## config.mk

```make
export PLATFORM = sky130hd
export DESIGN_NAME = nlle_cordic_stage
export DESIGN_NICKNAME = d
export VERILOG_FILES = /design/src/rtl/core/normal_latlong_encoder_assert.svh /design/src/rtl/core/nlle_pkg.sv /design/src/rtl/core/nlle_cordic_stage.sv
export SDC_FILE = /design/constraint.sdc
export NUM_CORES = 1
export LEC_CHECK = 0
export BUFFER_PORTS_ARGS = -buffer_cell sky130_fd_sc_hd__buf_2
export CAP_MARGIN = 20
export CORE_MARGIN = 8
export CORE_UTILIZATION = 40
export DETAILED_ROUTE_END_ITERATION = 16
export GPL_TIMING_DRIVEN = 0
export PLACE_DENSITY = 0.67
export SYNTH_ARGS = -nofsm -noshare
export SYNTH_HDL_FRONTEND = slang
export SYNTH_SLANG_ARGS = --single-unit
```

## constraint.sdc

```tcl
create_clock -name clk_i -period 0.9 [get_ports clk_i]
set_clock_uncertainty 0.05 [all_clocks]
set_input_delay 0.09 -clock clk_i [delete_from_list [all_inputs] [get_ports clk_i]]
set_output_delay 0.09 -clock clk_i [all_outputs]
set_load 0.05 [all_outputs]
```

## src/rtl/core/normal_latlong_encoder_assert.svh

```systemverilog
// Assertion shorthands, clocked on clk_i and idle while rst_ni is low.
`ifndef NORMAL_LATLONG_ENCODER_ASSERT_SVH
`define NORMAL_LATLONG_ENCODER_ASSERT_SVH

// Same-cycle implication.
`define NLLE_ASSERT_IMP(lbl, ante, cons) \
  lbl: assert property (@(posedge clk_i) disable iff (!rst_ni) (ante) |-> (cons)) \
    else $error("nlle: same-cycle check failed");

// Next-cycle implication.
`define NLLE_ASSERT_NXT(lbl, ante, cons) \
  lbl: assert property (@(posedge clk_i) disable iff (!rst_ni) (ante) |=> (cons)) \
    else $error("nlle: next-cycle check failed");

`endif

```

## src/rtl/core/nlle_pkg.sv

```systemverilog
package nlle_pkg;

  localparam int unsigned SqrtSteps = 31;

  // atan(2^-i) in binary angle units, 2^32 per turn
  localparam logic [31:0] AtanTable [32] = '{
    32'h20000000, 32'h12E4051E, 32'h09FB385B, 32'h051111D4,
    32'h028B0D43, 32'h0145D7E1, 32'h00A2F61E, 32'h00517C55,
    32'h0028BE53, 32'h00145F2F, 32'h000A2F98, 32'h000517CC,
    32'h00028BE6, 32'h000145F3, 32'h0000A2FA, 32'h0000517D,
    32'h000028BE, 32'h0000145F, 32'h00000A30, 32'h00000518,
    32'h0000028C, 32'h00000146, 32'h000000A3, 32'h00000051,
    32'h00000029, 32'h00000014, 32'h0000000A, 32'h00000005,
    32'h00000003, 32'h00000001, 32'h00000001, 32'h00000000
  };

  typedef struct packed {
    logic tiny;
    logic xneg;
    logic yneg;
    logic zneg;
  } ctl_t;

  typedef struct packed {
    logic [60:0] rem;
    logic [60:0] root;
    logic [30:0] mz;
    logic [31:0] ax;
    logic [31:0] ay;
    ctl_t        ctl;
  } sq_t;

  typedef struct packed {
    logic signed [34:0] lat_x;
    logic signed [34:0] lat_y;
    logic signed [33:0] lat_a;
    logic signed [34:0] lng_x;
    logic signed [34:0] lng_y;
    logic signed [33:0] lng_a;
    ctl_t               ctl;
  } cd_t;

endpackage

```

## src/rtl/core/nlle_cordic_stage.sv

```systemverilog
module nlle_cordic_stage #(
  parameter int unsigned Iter = 0
) (
  input  logic          clk_i,
  input  logic          rst_ni,
  input  logic          en_i,
  input  logic          valid_i,
  input  nlle_pkg::cd_t data_i,
  output logic          valid_o,
  output nlle_pkg::cd_t data_o
);
  import nlle_pkg::*;

  localparam int unsigned Shift = Iter % 32;
  localparam logic signed [33:0] Step = $signed({2'b00, AtanTable[Shift]});

  cd_t  data_d, data_q;
  logic valid_q;

  // both lanes rotate y towards zero
  always_comb begin
    data_d = data_i;
    if (data_i.lat_y > 0) begin
      data_d.lat_x = data_i.lat_x + (data_i.lat_y >>> Shift);
      data_d.lat_y = data_i.lat_y - (data_i.lat_x >>> Shift);
      data_d.lat_a = data_i.lat_a + Step;
    end else begin
      data_d.lat_x = data_i.lat_x - (data_i.lat_y >>> Shift);
      data_d.lat_y = data_i.lat_y + (data_i.lat_x >>> Shift);
      data_d.lat_a = data_i.lat_a - Step;
    end
    if (data_i.lng_y > 0) begin
      data_d.lng_x = data_i.lng_x + (data_i.lng_y >>> Shift);
      data_d.lng_y = data_i.lng_y - (data_i.lng_x >>> Shift);
      data_d.lng_a = data_i.lng_a + Step;
    end else begin
      data_d.lng_x = data_i.lng_x - (data_i.lng_y >>> Shift);
      data_d.lng_y = data_i.lng_y + (data_i.lng_x >>> Shift);
      data_d.lng_a = data_i.lng_a - Step;
    end
  end

  always_ff @(posedge clk_i or negedge rst_ni) begin
    if (!rst_ni) begin
      valid_q <= 1'b0;
    end else if (en_i) begin
      valid_q <= valid_i;
    end
  end

  always_ff @(posedge clk_i) begin
    if (en_i) begin
      data_q <= data_d;
    end
  end

  assign valid_o = valid_q;
  assign data_o  = data_q;
endmodule

```

==> results of run 1 <==
==> path summary, 6_finish.rpt <==
path | slack, ps | endpoint | cells after the start
min reg2reg | 540 | valid_o$_DFFE_PN0P_ | 1
max | -1500 | data_o[70]$_DFFE_PP_ | 16
min | -120 | data_o[138]$_DFFE_PP_ | 2
min in group asynchronous | 340 | valid_o$_DFFE_PN0P_ | 3
max reg2reg | 20 | valid_o$_DFFE_PN0P_ | 1
max in group asynchronous | 320 | valid_o$_DFFE_PN0P_ | 3
==> routing by layer <==
metal,wire (µm),vias up,GRT usage
met3,8970,320,0.0770
met2,43900,1287,0.517
met5,41,-,0
met4,4940,6,0.123
li1,-,9499,-
met1,38400,10568,0.411
==> logic make-up (layout without fill, tap and decap cells) <==
logic type,after synthesis,after routing,share of synthesized area
compound gates,742,742,0.246
xor+xnor,141,141,0.0643
fa+ha+maj,222,222,0.148
buf+inv,327,1117,0.0673
flops,211,211,0.330
mux,22,22,0.0115
other cells,0,4,0
simple gates,526,526,0.133
==> power by group <==
| part | switching, W | total, W | internal (W) |
|---|---|---|---|
| Sequential | 0.000498 | 0.0132 | 0.0127 |
| Clock | 0.00465 | 0.0103 | 0.00569 |
| Combinational | 0.0160 | 0.0249 | 0.00886 |
| Total | 0.0212 | 0.0484 | 0.0272 |
==> synthesized netlist by cell type (24+ instances only) <==
library cell / instances / area [µm²]
a21o_1: 59 / 443
a21oi_1: 277 / 1390
buf_2: 27 / 135
clkbuf_1: 55 / 206
edfxtp_1: 210 / 6310
ha_1: 214 / 2680
inv_1: 218 / 818
nand2_1: 108 / 405
nand3_1: 49 / 245
nand4_1: 24 / 150
nor2_1: 175 / 657
nor3_1: 39 / 195
nor4_1: 32 / 200
o21a_1: 25 / 188
o21ai_0: 133 / 666
o21bai_1: 35 / 263
o31ai_1: 26 / 195
xnor2_1: 123 / 1080
==> sequential cells by signal, indices dropped and copies added, names as in the netlist <==
name / flops
valid_o: 1
data_o: 210
==> cell type report <==
type	instances	share of cell area
clock buffers	32	0.0214
repair buffers	755	0.178
inverters	225	0.0330
multi-input cells	1653	0.501
diodes	4	0.000319
clock inverters	15	0.00478
flip-flops and latches	211	0.202
well taps	615	0.0245
plain buffers	90	0.0353
==> metrics by stage <==
| step | utilization | hold slack (ps) |
|---|---|---|
| 6_report | 0.660 | -120 |
| 5_1_grt | 0.660 | -102 |
| 4_1_cts | 0.607 | -138 |
| 3_5_place_dp | 0.501 | -182 |
| 3_3_place_gp | 0.500 | -184 |
| 2_1_floorplan | - | -256 |
==> repair_timing <==
| item | 4_1_cts | 5_1_grt |
|---|---|---|
| endpoints found under the hold margin | 76 | 6 |
| gates cloned | 3 | 2 |
| setup buffers | 137 | 125 |
| pin swaps | 191 | 221 |
| setup endpoints to repair | 446 | 446 |
| gates resized for setup | 546 | 400 |
==> results.py, run 1 <==
metrics = {
    "global_route": {
        "first_global_vias": 21382,
        "grt-ovfl-total": 0,
        "grt_max_degree": 124,
        "antenna_found_initial": 6,
        "grt_pass1_wl_um": 137000,
        "grt_usage": 0.320,
    },
    "synth": {
        "syn_area_um2": 19200,
        "synth_fp_nets": 2629,
        "synth_ff_type": "edfxtp_1",
        "synth_cells": 2191,
        "yosysSeqAreaShare": 0.330,
        "synth_cell_types": 88,
        "ys_seq_elements": 211,
        "synthArstFlopShare": 0.00474,
        "synth-edff-count": 210,
        "syn_avg_cell_area_um2": 8.76,
        "yosysWarningCount": 0,
    },
    "final_layout": {
        "multiInputGateArea_um2": 15700,
        "final_cell_mix": "385 x buf_2, 210 x edfxtp_1, 194 x buf_4",
        "final_nets": 3400,
        "drive_gt1_frac": 0.483,
        "final_area_um2": 31400,
        "layout.area.seq_um2": 6330,
        "layout_commonest_cell": "buf_2",
        "syn_to_final_growth_pct": 63.5,
        "finalNonFillerCells": 3600,
        "fillers": 3636,
    },
    "cts": {
        "clock_latency_ps": 570,
        "clk_root_buffer_cell": "clkbuf_16",
        "cts_buffer_depth": 3,
        "numCtsBuffers": 26,
        "clk_pin_slew_ps": 60,
        "cts_hold_buf": 71,
        "htree_levels": 1,
        "clkSinkCount": 211,
        "cts_tree": "built",
    },
    "placement": {
        "portBuffers": 428,
        "dp_hpwl_um": 68800,
        "place.gp.congestion": 1.01,
        "placed_area_um2": 23800,
        "post-place-ws_ps": -2810,
        "dp.cells": 3235,
    },
    "worst_hold_path": {
        "hold_path_startpoint": "data_i[138]",
        "holdCritPathClass": "in2reg",
    },
    "power": {
        "ir_worst_vdd_mv": 1.78,
        "power_w": 0.0484,
        "power.density_nw_per_um2": 1540,
        "p_leak_nw": 13.1,
    },
    "timing": {
        "worst_slack_ps": -1500,
        "rsz0062_at_grt": "yes",
        "hold_violations": 5,
        "timing.setup.tns_ps": -267920,
        "max_freq_ghz": 0.416,
        "slew_headroom": 0.244,
        "period_share": 2.67,
        "hold-worst-slack_ps": -120,
        "worstMarginPinSlew_ps": 1130,
        "final_max_slew_viol_count": 0,
        "setup_violations": 446,
        "fin_crit_ps": 2400,
    },
    "status": {
        "violations": "hold timing, setup timing",
        "status": "complete, but fails checks",
    },
    "setup_path": {
        "slowest_stage": "fa_2",
        "timing.critical_path.mode_cell": "buf_4",
        "worstPathRequired_ps": 1150,
        "path_delay_family": "compound AO/OA/AOI/OAI gates",
        "rr_startpoint": "valid_o$_DFFE_PN0P_",
        "end_kind": "flop",
        "path_cells": "buf_8, ha_4, inv_2, fa_2, o21bai_4, a211oi_4, o211ai_1, buf_4, o211ai_4, buf_4, buf_6, a21o_4, o21ai_4, a21boi_4, o21ai_2, xnor2_2",
        "cp_slowest_stage_delay_ps": 380,
        "crit_type": "in2reg",
        "crit_buf_inv": 5,
        "crit_fanout": 4,
        "startpoint_type": "input pin",
        "worstPathArrival_ps": 2650,
        "cp-startpoint": "data_i[38]",
    },
    "die": {
        "initial_core_util": 0.404,
        "io_pins": 429,
        "die_y_um": 235,
        "die_x_um": 235,
        "rows": 80,
        "dieArea_um2": 55200,
        "core_area_um2": 47500,
    },
    "run": {
        "cap_viol_max_count": 0,
    },
    "route": {
        "vias": 21680,
        "drt-wirelength-per-cell_um": 26.7,
        "ant_nets": 0,
        "drt_wl_total_um": 96200,
        "first_iter_violations": 2160,
        "via_per_inst": 6.02,
        "drc": 0,
        "drtPass1Iterations": 8,
    },
}
(Power assumes the default switching activity.)
==> inputs of run 2 (changes only) <==
ABC_AREA = 1   (was not set)
CTS_CLUSTER_SIZE = 16   (was not set)
PLACE_DENSITY = 0.66   (was 0.67)
TNS_END_PERCENT = 100   (was not set)
==> run 2 against run 1 <==
The flow still finishes with violations (hold timing, setup timing); via count rose by 22%; sequential share of layout area fell by 2.7 points; maximum frequency rose by 31%; area after synthesis rose by 16%; flip-flop and latch count did not move; first-iteration DRC count rose by 25%; cell area rose by 16%.
==> results.py, run 2 <==
metrics = {
    "status": {
        "status": "complete, but fails checks",
        "violations": "hold timing, setup timing",
    },
    "synth": {
        "synthArstFlopShare": 0.00474,
        "synth_cell_types": 44,
        "ys_seq_elements": 211,
        "synth_top_area_frac": 0.283,
        "synth.most_common_cell": "nand2_1",
        "yosysWarningCount": 0,
        "synth_fp_nets": 3787,
        "synthTopCellsByArea": "edfxtp_1 28%, nand2_1 17%, ha_1 12%, inv_1 9.1%, nand3_1 7.2%",
        "synth-edff-count": 210,
        "synth_ff_type": "edfxtp_1",
        "syn_avg_cell_area_um2": 6.66,
        "syn_area_um2": 22300,
        "synth_common_cells": "998 x nand2_1, 541 x inv_1, 322 x nand3_1",
        "yosysSeqAreaShare": 0.284,
        "yosysTopAreaCell": "edfxtp_1",
        "synth_cells": 3349,
    },
    "timing": {
        "fin_crit_ps": 1840,
        "setup_violations": 484,
        "rsz0062_at_grt": "yes",
        "final_max_slew_viol_count": 0,
        "slew_headroom": 0.500,
        "worst_slack_ps": -939,
        "period_share": 2.04,
        "hold-worst-slack_ps": -129,
        "hold_violations": 35,
        "worstMarginPinSlew_ps": 750,
        "max_freq_ghz": 0.544,
    },
    "route": {
        "drt_wl_total_um": 107000,
        "vias": 26450,
        "via_per_inst": 5.45,
        "drc": 0,
        "first_iter_violations": 2705,
        "drtPass1Iterations": 6,
        "drt-wirelength-per-cell_um": 22.1,
        "ant_nets": 0,
    },
    "setup_path": {
        "endpoint": "data_o[141]$_DFFE_PP_",
        "worstPathRequired_ps": 1170,
        "path_delay_family": "simple AND/OR/NAND/NOR gates",
        "worstPathArrival_ps": 2110,
        "slowest_stage": "nor4_4",
        "crit_cells": 13,
        "r2r_cells": 1,
        "crit_type": "in2reg",
        "rr_startpoint": "valid_o$_DFFE_PN0P_",
        "cp_slowest_stage_delay_ps": 380,
        "path_cells": "buf_2, nor4_4, nand3_4, nor2_4, nor2_4, inv_2, buf_8, buf_12, ha_4, a21oi_2, nand2_1, xnor2_2, xor2_1",
        "timing.critical_path.mode_cell": "nor2_4",
        "cp-startpoint": "data_i[165]",
        "r2r_end": "valid_o$_DFFE_PN0P_",
        "r2r_slack_ps": 80,
        "crit_buf_inv": 4,
        "end_kind": "flop",
        "crit_fanout": 5,
        "startpoint_type": "input pin",
    },
    "cts": {
        "htree_levels": 1,
        "clkSinkCount": 211,
        "cts_buffer_depth": 3,
        "numCtsBuffers": 27,
        "clk_root_buffer_cell": "clkbuf_16",
        "cts_tree": "built",
        "cts_hold_buf": 72,
        "clk_pin_slew_ps": 60,
        "clock_latency_ps": 580,
    },
    "final_layout": {
        "largest_register_ffs": 210,
        "syn_to_final_growth_pct": 62.5,
        "drive_gt1_frac": 0.458,
        "fin_util": 0.658,
        "final_cell_mix": "689 x nand2_1, 391 x inv_1, 382 x buf_2",
        "final_nets": 4522,
        "layout_commonest_cell": "nand2_1",
    },
    "placement": {
        "portBuffers": 428,
        "dp_hpwl_um": 82400,
        "place.gp.congestion": 1.03,
        "post-place-ws_ps": -2120,
    },
    "power": {
        "power_w": 0.0521,
        "power.density_nw_per_um2": 1440,
        "ir_worst_vdd_mv": 1.99,
        "p_leak_nw": 16.9,
    },
    "worst_hold_path": {
        "holdCritPathClass": "in2reg",
        "hold_path_startpoint": "data_i[34]",
    },
    "die": {
        "dieArea_um2": 63600,
        "initial_core_util": 0.405,
        "die_y_um": 252,
        "core_area_um2": 55100,
        "die_x_um": 252,
        "rows": 86,
        "io_pins": 429,
    },
    "global_route": {
        "grt_pass1_wl_um": 152000,
        "grt-ovfl-total": 0,
        "grt_max_degree": 127,
        "antenna_found_initial": 7,
        "grt_usage": 0.310,
        "first_global_vias": 24642,
    },
    "run": {
        "cap_viol_max_count": 0,
    },
}
[run 2: changes by cell type in the layout (fill, tap and decap cells not counted), moves of 79 or more]
cell / before / now
inv_1: 165 / 391
nand3_1: 36 / 206
nand3_2: 8 / 96
nand2_4: 12 / 91
xnor2_1: 93 / 2
nand2_1: 81 / 689
nand2_2: 15 / 217
[run 2: metrics by stage]
stage | std cells | hold WS [ps] | instance area [µm²] | setup TNS [ps]
after floorplan | 3349 | -256 | 25200 | -98900
after global placement | 4525 | -186 | 28300 | -904920
after detailed placement | 4526 | -183 | 28300 | -324130
after CTS | 4785 | -170 | 33700 | -199840
after global routing | 4854 | -136 | 36300 | -230550
final | 4855 | -129 | 36300 | -205210
[run 2: worst min path at each step]
| stage | to | slack [ps] | depth (start not counted) |
|---|---|---|---|
| after floorplan | valid_o$_DFFE_PN0P_ | -260 | 0 |
| after global placement | valid_o$_DFFE_PN0P_ | -190 | 1 |
| after detailed placement | valid_o$_DFFE_PN0P_ | -180 | 1 |
| after CTS | data_o[138]$_DFFE_PP_ | -170 | 2 |
| after global routing | data_o[34]$_DFFE_PP_ | -140 | 2 |
| final | data_o[34]$_DFFE_PP_ | -130 | 2 |
[run 2: cell families after synthesis]
group | Yosys count | share of synthesized area
buf+inv | 641 | 0.120
simple gates | 1711 | 0.321
fa+ha+maj | 222 | 0.127
flops | 211 | 0.284
mux | 1 | 0.000505
compound gates | 479 | 0.115
xor+xnor | 84 | 0.0330
[run 2: final cells by class]
cell class              count  area (µm²)
multi-input cells        2497       19000
plain buffers              76        1170
clock inverters            14         249
clock buffers              36         719
fillers                  4615       18800
repair buffers            721        5480
flip-flops and latches    211        6330
well taps                 748         936
diodes                      2        5.00
inverters                 550        2380
[run 2: timing repair]
item / 4_1_cts / 5_1_grt
gates resized for setup: 649 / 493
hold endpoints to repair: 126 / 7
gates cloned: 8 / 9
pin swaps: 192 / 227
setup buffers: 140 / 74
setup endpoints to repair: 483 / 483
[run 2: metal layers]
layer / global-route usage / part of all wire
met1: 0.396 / 0.39
met2: 0.509 / 0.45
met3: 0.0651 / 0.10
met4: 0.123 / 0.052
met5: 0 / 0.00029
[run 2: power by group]
group | switching [W] | leakage [nW] | internal [W]
combinational | 0.0181 | 14.4 | 0.00908
clock | 0.00475 | 0.460 | 0.00738
sequential | 0.000441 | 2.06 | 0.0124
