--- src/rtl/core/normal_latlong_encoder_assert.svh ---
// Assertion shorthands, clocked on clk_i and idle while rst_ni is low.
`ifndef NORMAL_LATLONG_ENCODER_ASSERT_SVH
`define NORMAL_LATLONG_ENCODER_ASSERT_SVH

// Same-cycle implication.
`define NLLE_ASSERT_IMP(lbl, ante, cons) \
  lbl: assert property (@(posedge clk_i) disable iff (!rst_ni) (ante) |-> (cons)) \
    else $error("nlle: same-cycle check failed");

// Next-cycle implication.
`define NLLE_ASSERT_NXT(lbl, ante, cons) \
  lbl: assert property (@(posedge clk_i) disable iff (!rst_ni) (ante) |=> (cons)) \
    else $error("nlle: next-cycle check failed");

`endif

--- src/rtl/core/nlle_pkg.sv ---
package nlle_pkg;

  localparam int unsigned SqrtSteps = 31;

  // atan(2^-i) in binary angle units, 2^32 per turn
  localparam logic [31:0] AtanTable [32] = '{
    32'h20000000, 32'h12E4051E, 32'h09FB385B, 32'h051111D4,
    32'h028B0D43, 32'h0145D7E1, 32'h00A2F61E, 32'h00517C55,
    32'h0028BE53, 32'h00145F2F, 32'h000A2F98, 32'h000517CC,
    32'h00028BE6, 32'h000145F3, 32'h0000A2FA, 32'h0000517D,
    32'h000028BE, 32'h0000145F, 32'h00000A30, 32'h00000518,
    32'h0000028C, 32'h00000146, 32'h000000A3, 32'h00000051,
    32'h00000029, 32'h00000014, 32'h0000000A, 32'h00000005,
    32'h00000003, 32'h00000001, 32'h00000001, 32'h00000000
  };

  typedef struct packed {
    logic tiny;
    logic xneg;
    logic yneg;
    logic zneg;
  } ctl_t;

  typedef struct packed {
    logic [60:0] rem;
    logic [60:0] root;
    logic [30:0] mz;
    logic [31:0] ax;
    logic [31:0] ay;
    ctl_t        ctl;
  } sq_t;

  typedef struct packed {
    logic signed [34:0] lat_x;
    logic signed [34:0] lat_y;
    logic signed [33:0] lat_a;
    logic signed [34:0] lng_x;
    logic signed [34:0] lng_y;
    logic signed [33:0] lng_a;
    ctl_t               ctl;
  } cd_t;

endpackage

--- src/rtl/core/nlle_sqrt_stage.sv ---
module nlle_sqrt_stage #(
  parameter int unsigned Step = 0
) (
  input  logic          clk_i,
  input  logic          rst_ni,
  input  logic          en_i,
  input  logic          valid_i,
  input  nlle_pkg::sq_t data_i,
  output logic          valid_o,
  output nlle_pkg::sq_t data_o
);
  import nlle_pkg::*;

  localparam logic [60:0] BitVal = 61'(1) << (60 - 2 * Step);

  logic [61:0] trial;
  sq_t         data_d, data_q;
  logic        valid_q;

  always_comb begin
    trial  = {1'b0, data_i.root} + {1'b0, BitVal};
    data_d = data_i;
    if ({1'b0, data_i.rem} >= trial) begin
      data_d.rem  = data_i.rem - trial[60:0];
      data_d.root = (data_i.root >> 1) + BitVal;
    end else begin
      data_d.root = data_i.root >> 1;
    end
  end

  always_ff @(posedge clk_i or negedge rst_ni) begin
    if (!rst_ni) begin
      valid_q <= 1'b0;
    end else if (en_i) begin
      valid_q <= valid_i;
    end
  end

  always_ff @(posedge clk_i) begin
    if (en_i) begin
      data_q <= data_d;
    end
  end

  assign valid_o = valid_q;
  assign data_o  = data_q;
endmodule

--- config.mk ---
export PLATFORM = sky130hd
export DESIGN_NAME = nlle_sqrt_stage
export DESIGN_NICKNAME = d
export VERILOG_FILES = /design/src/rtl/core/normal_latlong_encoder_assert.svh /design/src/rtl/core/nlle_pkg.sv /design/src/rtl/core/nlle_sqrt_stage.sv
export SDC_FILE = /design/constraint.sdc
export NUM_CORES = 1
export LEC_CHECK = 0
export ABC_AREA = 1
export BUFFER_PORTS_ARGS = -buffer_cell sky130_fd_sc_hd__clkbuf_2
export CAP_MARGIN = 20
export CELL_PAD_IN_SITES_DETAIL_PLACEMENT = 1
export CELL_PAD_IN_SITES_GLOBAL_PLACEMENT = 2
export CORE_AREA = 2 2 220 222
export CTS_CLUSTER_DIAMETER = 60
export DETAILED_ROUTE_END_ITERATION = 6
export DIE_AREA = 0 0 222 224
export PLACE_DENSITY = 0.83
export SLEW_MARGIN = 20
export SYNTH_ARGS = -nofsm -noshare
export SYNTH_HDL_FRONTEND = slang
export SYNTH_SLANG_ARGS = --single-unit
export TNS_END_PERCENT = 30
--- constraint.sdc ---
create_clock -name clk_i -period 0.8 [get_ports clk_i]
set_input_delay 0.08 -clock clk_i [delete_from_list [all_inputs] [get_ports clk_i]]
set_output_delay 0.08 -clock clk_i [all_outputs]
set_load 0.05 [all_outputs]
==> flow_metrics.env, run 1 <==
export IMPL_status="complete, but fails checks"
export IMPL_violations="setup timing"
export IMPL_syn_nets=2011
export IMPL_syn_cell_area_mm2=0.0135
export IMPL_grt_total_usage_pct=28.5
export IMPL_ant_nets=0
export IMPL_viasPerCell=4.65
export IMPL_clkPwrFrac_pct=31.2
export IMPL_grt_overflow_total=0
export IMPL_required_ns=1.14
export IMPL_drc=0
export IMPL_cts_path_max_buffers=3
export IMPL_instances_no_fill=3429
export IMPL_powerDensity_mw_per_mm2=1820
export IMPL_antenna_found_initial=7
export IMPL_sw_frac_of_total_pct=36.5
export IMPL_cts_max_level=1
export IMPL_worstPathMaxFanout=8
export IMPL_fin_ws_ns=-0.963
export IMPL_ioPinCount=447
export IMPL_grt_first_pass_wirelength_mm=106
export IMPL_min_path_type="in -> reg"
export IMPL_dp_worst_setup_slack_ns=-1.71
export IMPL_maxCapViolations=0
export IMPL_power_switching_w=0.0174
export IMPL_yosys_register_bits=222
export IMPL_globalplace_congestion=0.884
export IMPL_drtIter0Drc=872
export IMPL_dp_hpwl_mm=51.3
export IMPL_place_inst=3097
export IMPL_cts_buffers=30
export IMPL_yosys_top_cells_area="edfxtp_1 49%, nand2_1 18%, inv_1 11%"
export IMPL_hold_viol=0
export IMPL_port_buffers=446
export IMPL_final_core_util_pct=55.4
export IMPL_yosysMostFrequentCell="nand2_1"
export IMPL_drive_gt1_share_pct=45.4
export IMPL_num_nets_final=3071
export IMPL_wirelength_mm=78.8
export IMPL_synth_commonest_cells="633 x nand2_1, 408 x inv_1, 221 x edfxtp_1"
export IMPL_routedWlPerCell_um=23.0
export IMPL_die_area_mm2=0.0497
export IMPL_clock_latency_ns=0.59
export IMPL_seqPwrFrac_pct=30.9
export IMPL_finClkSkew_ns=0
export IMPL_avgSynthCellArea_um2=7.86
export IMPL_pwr_share_comb_pct=37.9
export IMPL_dieWidth_um=222
export IMPL_cp_top_family="simple AND/OR/NAND/NOR gates"
export IMPL_cp_end_kind="flip-flop"
export IMPL_initial_core_util_pct=28.6
export IMPL_final_setup_viol_count=285
export IMPL_die_y_um=224
export IMPL_tightest_slew_ns=0.340
export IMPL_crit_chain="buf_8 -> inv_4 -> ha_4 -> nand2_4 -> buf_6 -> nor2_4 -> inv_2 -> nor3_4 -> nand2_2 -> nor3_4 -> nand2_4 -> nand3_4 -> buf_12 -> clkbuf_16 -> o21ai_2"
export IMPL_start_kind="input port"
export IMPL_rows=80
export IMPL_yosysUniqueCellTypes=32
export IMPL_clkSinkCount=222
export IMPL_cpMaxStageDelayCell="ha_4"
export IMPL_clk_pin_slew_worst_paths_ns=0.06
export IMPL_p_int_w=0.0303
export IMPL_firstDrtPassIters=5
export IMPL_vias=15900
export IMPL_grt_max_degree=57
export IMPL_cp_buffers_inverters=6
export IMPL_crit_arrival_ns=2.10
export IMPL_synth_flop_cell="edfxtp_1"
export IMPL_fin_crit_sh_pct=220
export IMPL_cpPeakStageDelay_ns=0.27
export IMPL_synth_top_area_share_pct=49.0
export IMPL_slew_viol_final=0
export IMPL_min_period_ns=1.76
export IMPL_max_slew_margin_pct=77.1
export IMPL_ys_seq_area_share_pct=49.2
export IMPL_areaGrowthSynthToFinish_pct=93.6
export IMPL_path_class="in -> reg"
export IMPL_leakage_nw=13.0
export IMPL_peakVddDrop_mv=1.60
export IMPL_yosys_area_top_type="edfxtp_1"
export IMPL_clock_root_buffer="clkbuf_16"
export IMPL_synth_async_sr_flop_share_pct=0.450
export IMPL_yosysWarnings=0
export IMPL_grt_pass1_vias=17000
export IMPL_core_area_mm2=0.0473
export IMPL_rsz0062_at_grt="true"
export IMPL_tritoncts="done"
export IMPL_synth_edf_count=221
export IMPL_fmaxAchievable_mhz=567
export IMPL_synthCells=1723
export IMPL_fin_total_pwr_w=0.0477
[repair_timing]
item | CTS | global route
endpoints found under the hold margin | 224 | 0
resized for setup | 217 | 674
buffers inserted | 20 | 21
gates cloned | 6 | 6
endpoints found under the setup margin | 284 | 284
hold buffers | 220 | 0
pin swaps | 16 | 74
[logic make-up (layout without fill, tap and decap cells)]
family | count (synthesis) | in the layout | share of synthesized area [%]
and+or+nand+nor | 880 | 880 | 26.8
buffers and inverters | 432 | 1516 | 12.5
DFF | 222 | 222 | 49.2
AOI/OAI and AO/OA | 94 | 94 | 3.56
adders and majority gates | 63 | 63 | 5.88
xor gates and xnor gates | 31 | 31 | 2.01
muxes | 1 | 1 | 0.0832
other | 0 | 7 | 0
[power groups by stage]
stage / combinational [W] / sequential [W] / clock [W]
6_report: 0.0181 / 0.0147 / 0.0149
5_1_grt: 0.0190 / 0.0148 / 0.0154
4_1_cts: 0.0158 / 0.0146 / 0.0147
3_5_place_dp: 0.0138 / 0.0148 / 0
3_3_place_gp: 0.0136 / 0.0147 / 0
2_1_floorplan: 0.00390 / 0.0182 / 0
[through the flow]
stage | cell area (um^2) | hold WS, ns | setup TNS (ns)
6_report | 26200 | 0.00479 | -159.20
5_1_grt | 26200 | -0.000179 | -170.10
4_1_cts | 24400 | 0.0102 | -164.28
3_5_place_dp | 20000 | -0.144 | -130.30
3_3_place_gp | 20000 | -0.145 | -125.30
2_1_floorplan | 14000 | -0.216 | -61.48
[routing by layer]
| metal | GRT usage [%] | vias up | wire [um] |
|---|---|---|---|
| met2 | 53.2 | 484 | 41000 |
| met3 | 4.01 | 142 | 3520 |
| met1 | 34.0 | 7851 | 31500 |
| met5 | 0 | - | 0 |
| met4 | 7.82 | 0 | 2790 |
| li1 | - | 7465 | - |
[state kept, by name, indices dropped and copies added (netlist names)]
register,flops
data_o,221
valid_o,1
[layout make-up]
type,count,area (um^2)
diodes,7,17.5
clock buffers,36,793
clock inverters,20,294
fillers,5504,21100
inverters,414,1580
multi-input cells,1069,7110
flip-flops and latches,222,6660
well taps,615,769
repair buffers,1046,8980
[layout by cell type (no fill, tap or decap), drive strengths merged, types with 3 or more instances in the layout]
master	instances
nand2	636
ha	62
nor2	112
inv	417
clkbuf	273
dlygate4sd3	220
buf	589
clkinv	10
o21ai	48
edfxtp	221
diode	7
xor2	30
nand3b	3
nor3	9
and2	8
nand3	74
bufinv	5
nand4	35
a21oi	43
[worst paths after layout]
check | start | endpoint | slack (ns) | cells past startpoint
min in group asynchronous | rst_ni | valid_o | 0.40 | 3
max in group asynchronous | rst_ni | valid_o | 0.28 | 3
hold / removal | data_i[212] | data_o[212] | 0.005 | 3
setup reg to reg | valid_o | valid_o | -0.01 | 1
hold reg to reg | valid_o | valid_o | 0.60 | 1
setup / recovery | data_i[139] | data_o[197] | -0.96 | 15
Power figures use the tool's default switching activity.
==> run 2, diff against run 1 <==
Settings changed: CELL_PAD_IN_SITES_DETAIL_PLACEMENT 1 to 2.
==> run 2 against run 1 <==
The flow now stops in clock tree synthesis. Synthesized cell count stayed put. Area after synthesis stayed put.
==> flow_metrics.env, run 2 <==
export IMPL_synth_top_area_share_pct=49.0
export IMPL_yosys_area_top_type="edfxtp_1"
export IMPL_dp_hpwl_mm=62.3
export IMPL_globalplace_congestion=0.884
export IMPL_yosysWarnings=0
export IMPL_clock_root_buffer="clkbuf_16"
export IMPL_place_inst=3097
export IMPL_ys_seq_area_share_pct=49.2
export IMPL_yosys_register_bits=222
export IMPL_holdBufCountCts=218
export IMPL_synth_async_sr_flop_share_pct=0.450
export IMPL_synth_commonest_cells="633 x nand2_1, 408 x inv_1, 221 x edfxtp_1"
export IMPL_dp_worst_setup_slack_ns=-1.87
export IMPL_rows=80
export IMPL_syn_cell_area_mm2=0.0135
export IMPL_status="did not finish"
export IMPL_cts_path_max_buffers=3
export IMPL_yosysMostFrequentCell="nand2_1"
export IMPL_avgSynthCellArea_um2=7.86
export IMPL_port_buffers=446
export IMPL_placed_cell_area_mm2=0.0200
export IMPL_syn_nets=2011
export IMPL_cts_buffers=31
export IMPL_ioPinCount=447
export IMPL_yosys_top_cells_area="edfxtp_1 49%, nand2_1 18%, inv_1 11%"
export IMPL_error="[ERROR DPL-0033] detailed placement checks failed during check placement."
export IMPL_cts_max_level=1
export IMPL_initial_core_util_pct=28.6
export IMPL_stop_stage="clock tree synthesis"
export IMPL_synth_edf_count=221
export IMPL_synthCells=1723
export IMPL_die_y_um=224
export IMPL_synth_flop_cell="edfxtp_1"
export IMPL_yosysUniqueCellTypes=32
export IMPL_cts_resized=581
export IMPL_post_cts_buffers=33
export IMPL_clkSinkCount=222
export IMPL_dieWidth_um=222
==> run 2: cell counts after synthesis <==
No cell type changed its count.
==> run 2: cell families after synthesis <==
group                    Yosys count  synth area share, %
adder cells (fa/ha/maj)           63                 5.88
flip-flops                       222                 49.2
buffers and inverters            432                 12.5
XOR/XNOR                          31                 2.01
AO/OA/AOI/OAI                     94                 3.56
multiplexers                       1               0.0832
AND/OR/NAND/NOR                  880                 26.8
==> run 2: through the flow <==
| stage | utilization [%] | TNS (ns) | hold WS (ns) |
|---|---|---|---|
| detailed placement | 42.2 | -137.16 | -0.140 |
| global placement | 42.2 | -125.30 | -0.145 |
| floorplan | - | -61.48 | -0.216 |
==> run 3, diff against run 2 <==
Settings changed: CELL_PAD_IN_SITES_DETAIL_PLACEMENT 2 to default, CELL_PAD_IN_SITES_GLOBAL_PLACEMENT 2 to default, CORE_AREA 2 2 220 222 to 2 2 264 266, CTS_CLUSTER_DIAMETER 60 to default, DIE_AREA 0 0 222 224 to 0 0 266 268, PLACE_DENSITY 0.83 to default, PLACE_DENSITY_LB_ADDON from default to 0.15.
==> run 3 against run 2 <==
The flow now finishes, with violations (setup timing).
==> flow_metrics.env, run 3 (synthesized netlist as in run 1, its figures left out) <==
export IMPL_fin_crit_sh_pct=207
export IMPL_vias=14800
export IMPL_ioPinCount=447
export IMPL_layout_common_cells="445 x nand2_1, 346 x buf_4, 343 x inv_1"
export IMPL_clkSinkCount=222
export IMPL_cts_max_level=1
export IMPL_ant_nets=0
export IMPL_instances_no_fill=3703
export IMPL_antenna_found_initial=2
export IMPL_tightest_slew_ns=0.435
export IMPL_violations="setup timing"
export IMPL_clock_latency_ns=0.59
export IMPL_drc=0
export IMPL_firstDrtPassIters=4
export IMPL_path_class="in -> reg"
export IMPL_clk_pin_slew_worst_paths_ns=0.07
export IMPL_cts_path_max_buffers=3
export IMPL_rows=96
export IMPL_worstPathMaxFanout=7
export IMPL_drive_gt1_share_pct=48.3
export IMPL_place_inst=3368
export IMPL_grt_total_usage_pct=18.1
export IMPL_dieWidth_um=266
export IMPL_leakage_nw=13.5
export IMPL_cts_buffers=29
export IMPL_dp_hpwl_mm=51.4
export IMPL_globalplace_congestion=0.892
export IMPL_slew_viol_final=0
export IMPL_grt_max_degree=47
export IMPL_die_area_mm2=0.0713
export IMPL_clock_root_buffer="clkbuf_16"
export IMPL_num_nets_final=3087
export IMPL_min_path_type="in -> reg"
export IMPL_drtIter0Drc=601
export IMPL_grt_first_pass_wirelength_mm=96.5
export IMPL_status="complete, but fails checks"
export IMPL_fin_total_pwr_w=0.0461
export IMPL_initial_core_util_pct=19.8
export IMPL_required_ns=1.13
export IMPL_max_slew_margin_pct=70.9
export IMPL_wirelength_mm=66.3
export IMPL_largest_register_ffs=221
export IMPL_grt_pass1_vias=15700
export IMPL_die_y_um=268
export IMPL_port_buffers=446
export IMPL_tritoncts="done"
export IMPL_fin_ws_ns=-0.860
export IMPL_cp_end_kind="flip-flop"
export IMPL_grt_overflow_total=0
export IMPL_viasPerCell=4.00
export IMPL_finClkSkew_ns=0
export IMPL_crit_arrival_ns=1.99
export IMPL_core_area_mm2=0.0682
export IMPL_peakVddDrop_mv=1.66
export IMPL_start_kind="input port"
export IMPL_fmaxAchievable_mhz=603
export IMPL_min_period_ns=1.66
export IMPL_final_common_cell="nand2_1"
export IMPL_rsz0062_at_grt="true"
export IMPL_fin_hold_ws_ns=0.0198
export IMPL_hold_viol=0
export IMPL_powerDensity_mw_per_mm2=1680
export IMPL_maxCapViolations=0
export IMPL_final_setup_viol_count=450
export IMPL_areaGrowthSynthToFinish_pct=102
export IMPL_routedWlPerCell_um=17.9
export IMPL_tns_ns=-196.30
[run 3: metal layers]
metal,global-route usage [%],routed length (um)
met5,0,16
met4,3.02,830
met3,2.64,2730
met2,33.4,33600
met1,22.4,29100
[run 3: power by group]
| part | leakage, nW | switching [W] | internal, W | total [W] |
|---|---|---|---|---|
| registers | 2.17 | 0.000598 | 0.0141 | 0.0147 |
| logic | 10.8 | 0.0102 | 0.00785 | 0.0180 |
| clock network | 0.457 | 0.00571 | 0.00765 | 0.0134 |
| total | 13.5 | 0.0165 | 0.0296 | 0.0461 |
[run 3: layout make-up]
type,count,area [um^2]
well taps,882,1100
fillers,6963,40800
diodes,1,2.50
clock buffers,30,729
clock inverters,22,225
multi-input cells,1069,7440
flip-flops and latches,222,6660
inverters,414,1580
repair buffers,1063,9660
[run 3: worst max-delay path, cell delays in order]
cell	delay (ns)
buf_8	0.08
inv_4	0.03
ha_4	0.32
nand2_8	0.08
nor2_4	0.14
inv_2	0.05
nor3_4	0.18
buf_6	0.14
nand2_4	0.05
nor3_4	0.15
nand2_4	0.09
nand3_4	0.11
buf_12	0.15
buf_12	0.12
buf_16	0.15
o21ai_2	0.05
[run 3: worst paths after layout]
check / from / end / slack (ns) / cells past startpoint
setup / recovery: data_i[140] / data_o[199] / -0.86 / 16
hold / removal: en_i / data_o[169] / 0.02 / 3
setup reg to reg: valid_o / valid_o / 0.05 / 1
hold reg to reg: valid_o / valid_o / 0.53 / 1
max in group asynchronous: rst_ni / valid_o / 0.35 / 3
min in group asynchronous: rst_ni / valid_o / 0.34 / 3
[run 3: per-stage QoR]
stage	util (%)	setup WS (ns)	cell area, um^2
2_1_floorplan	-	-1.03	14000
3_3_place_gp	30.3	-1.92	20600
3_5_place_dp	30.3	-1.94	20600
4_1_cts	38.3	-0.842	26200
5_1_grt	40.2	-0.912	27400
6_report	40.2	-0.860	27400
[run 3: what timing repair did]
item | in CTS | in global routing
setup buffers | 36 | 21
pin swaps | 52 | 77
setup endpoints to repair | 284 | 450
resized for setup | 399 | 563
gates cloned | 14 | 1
hold endpoints to repair | 255 | 0
hold buffers | 221 | 0
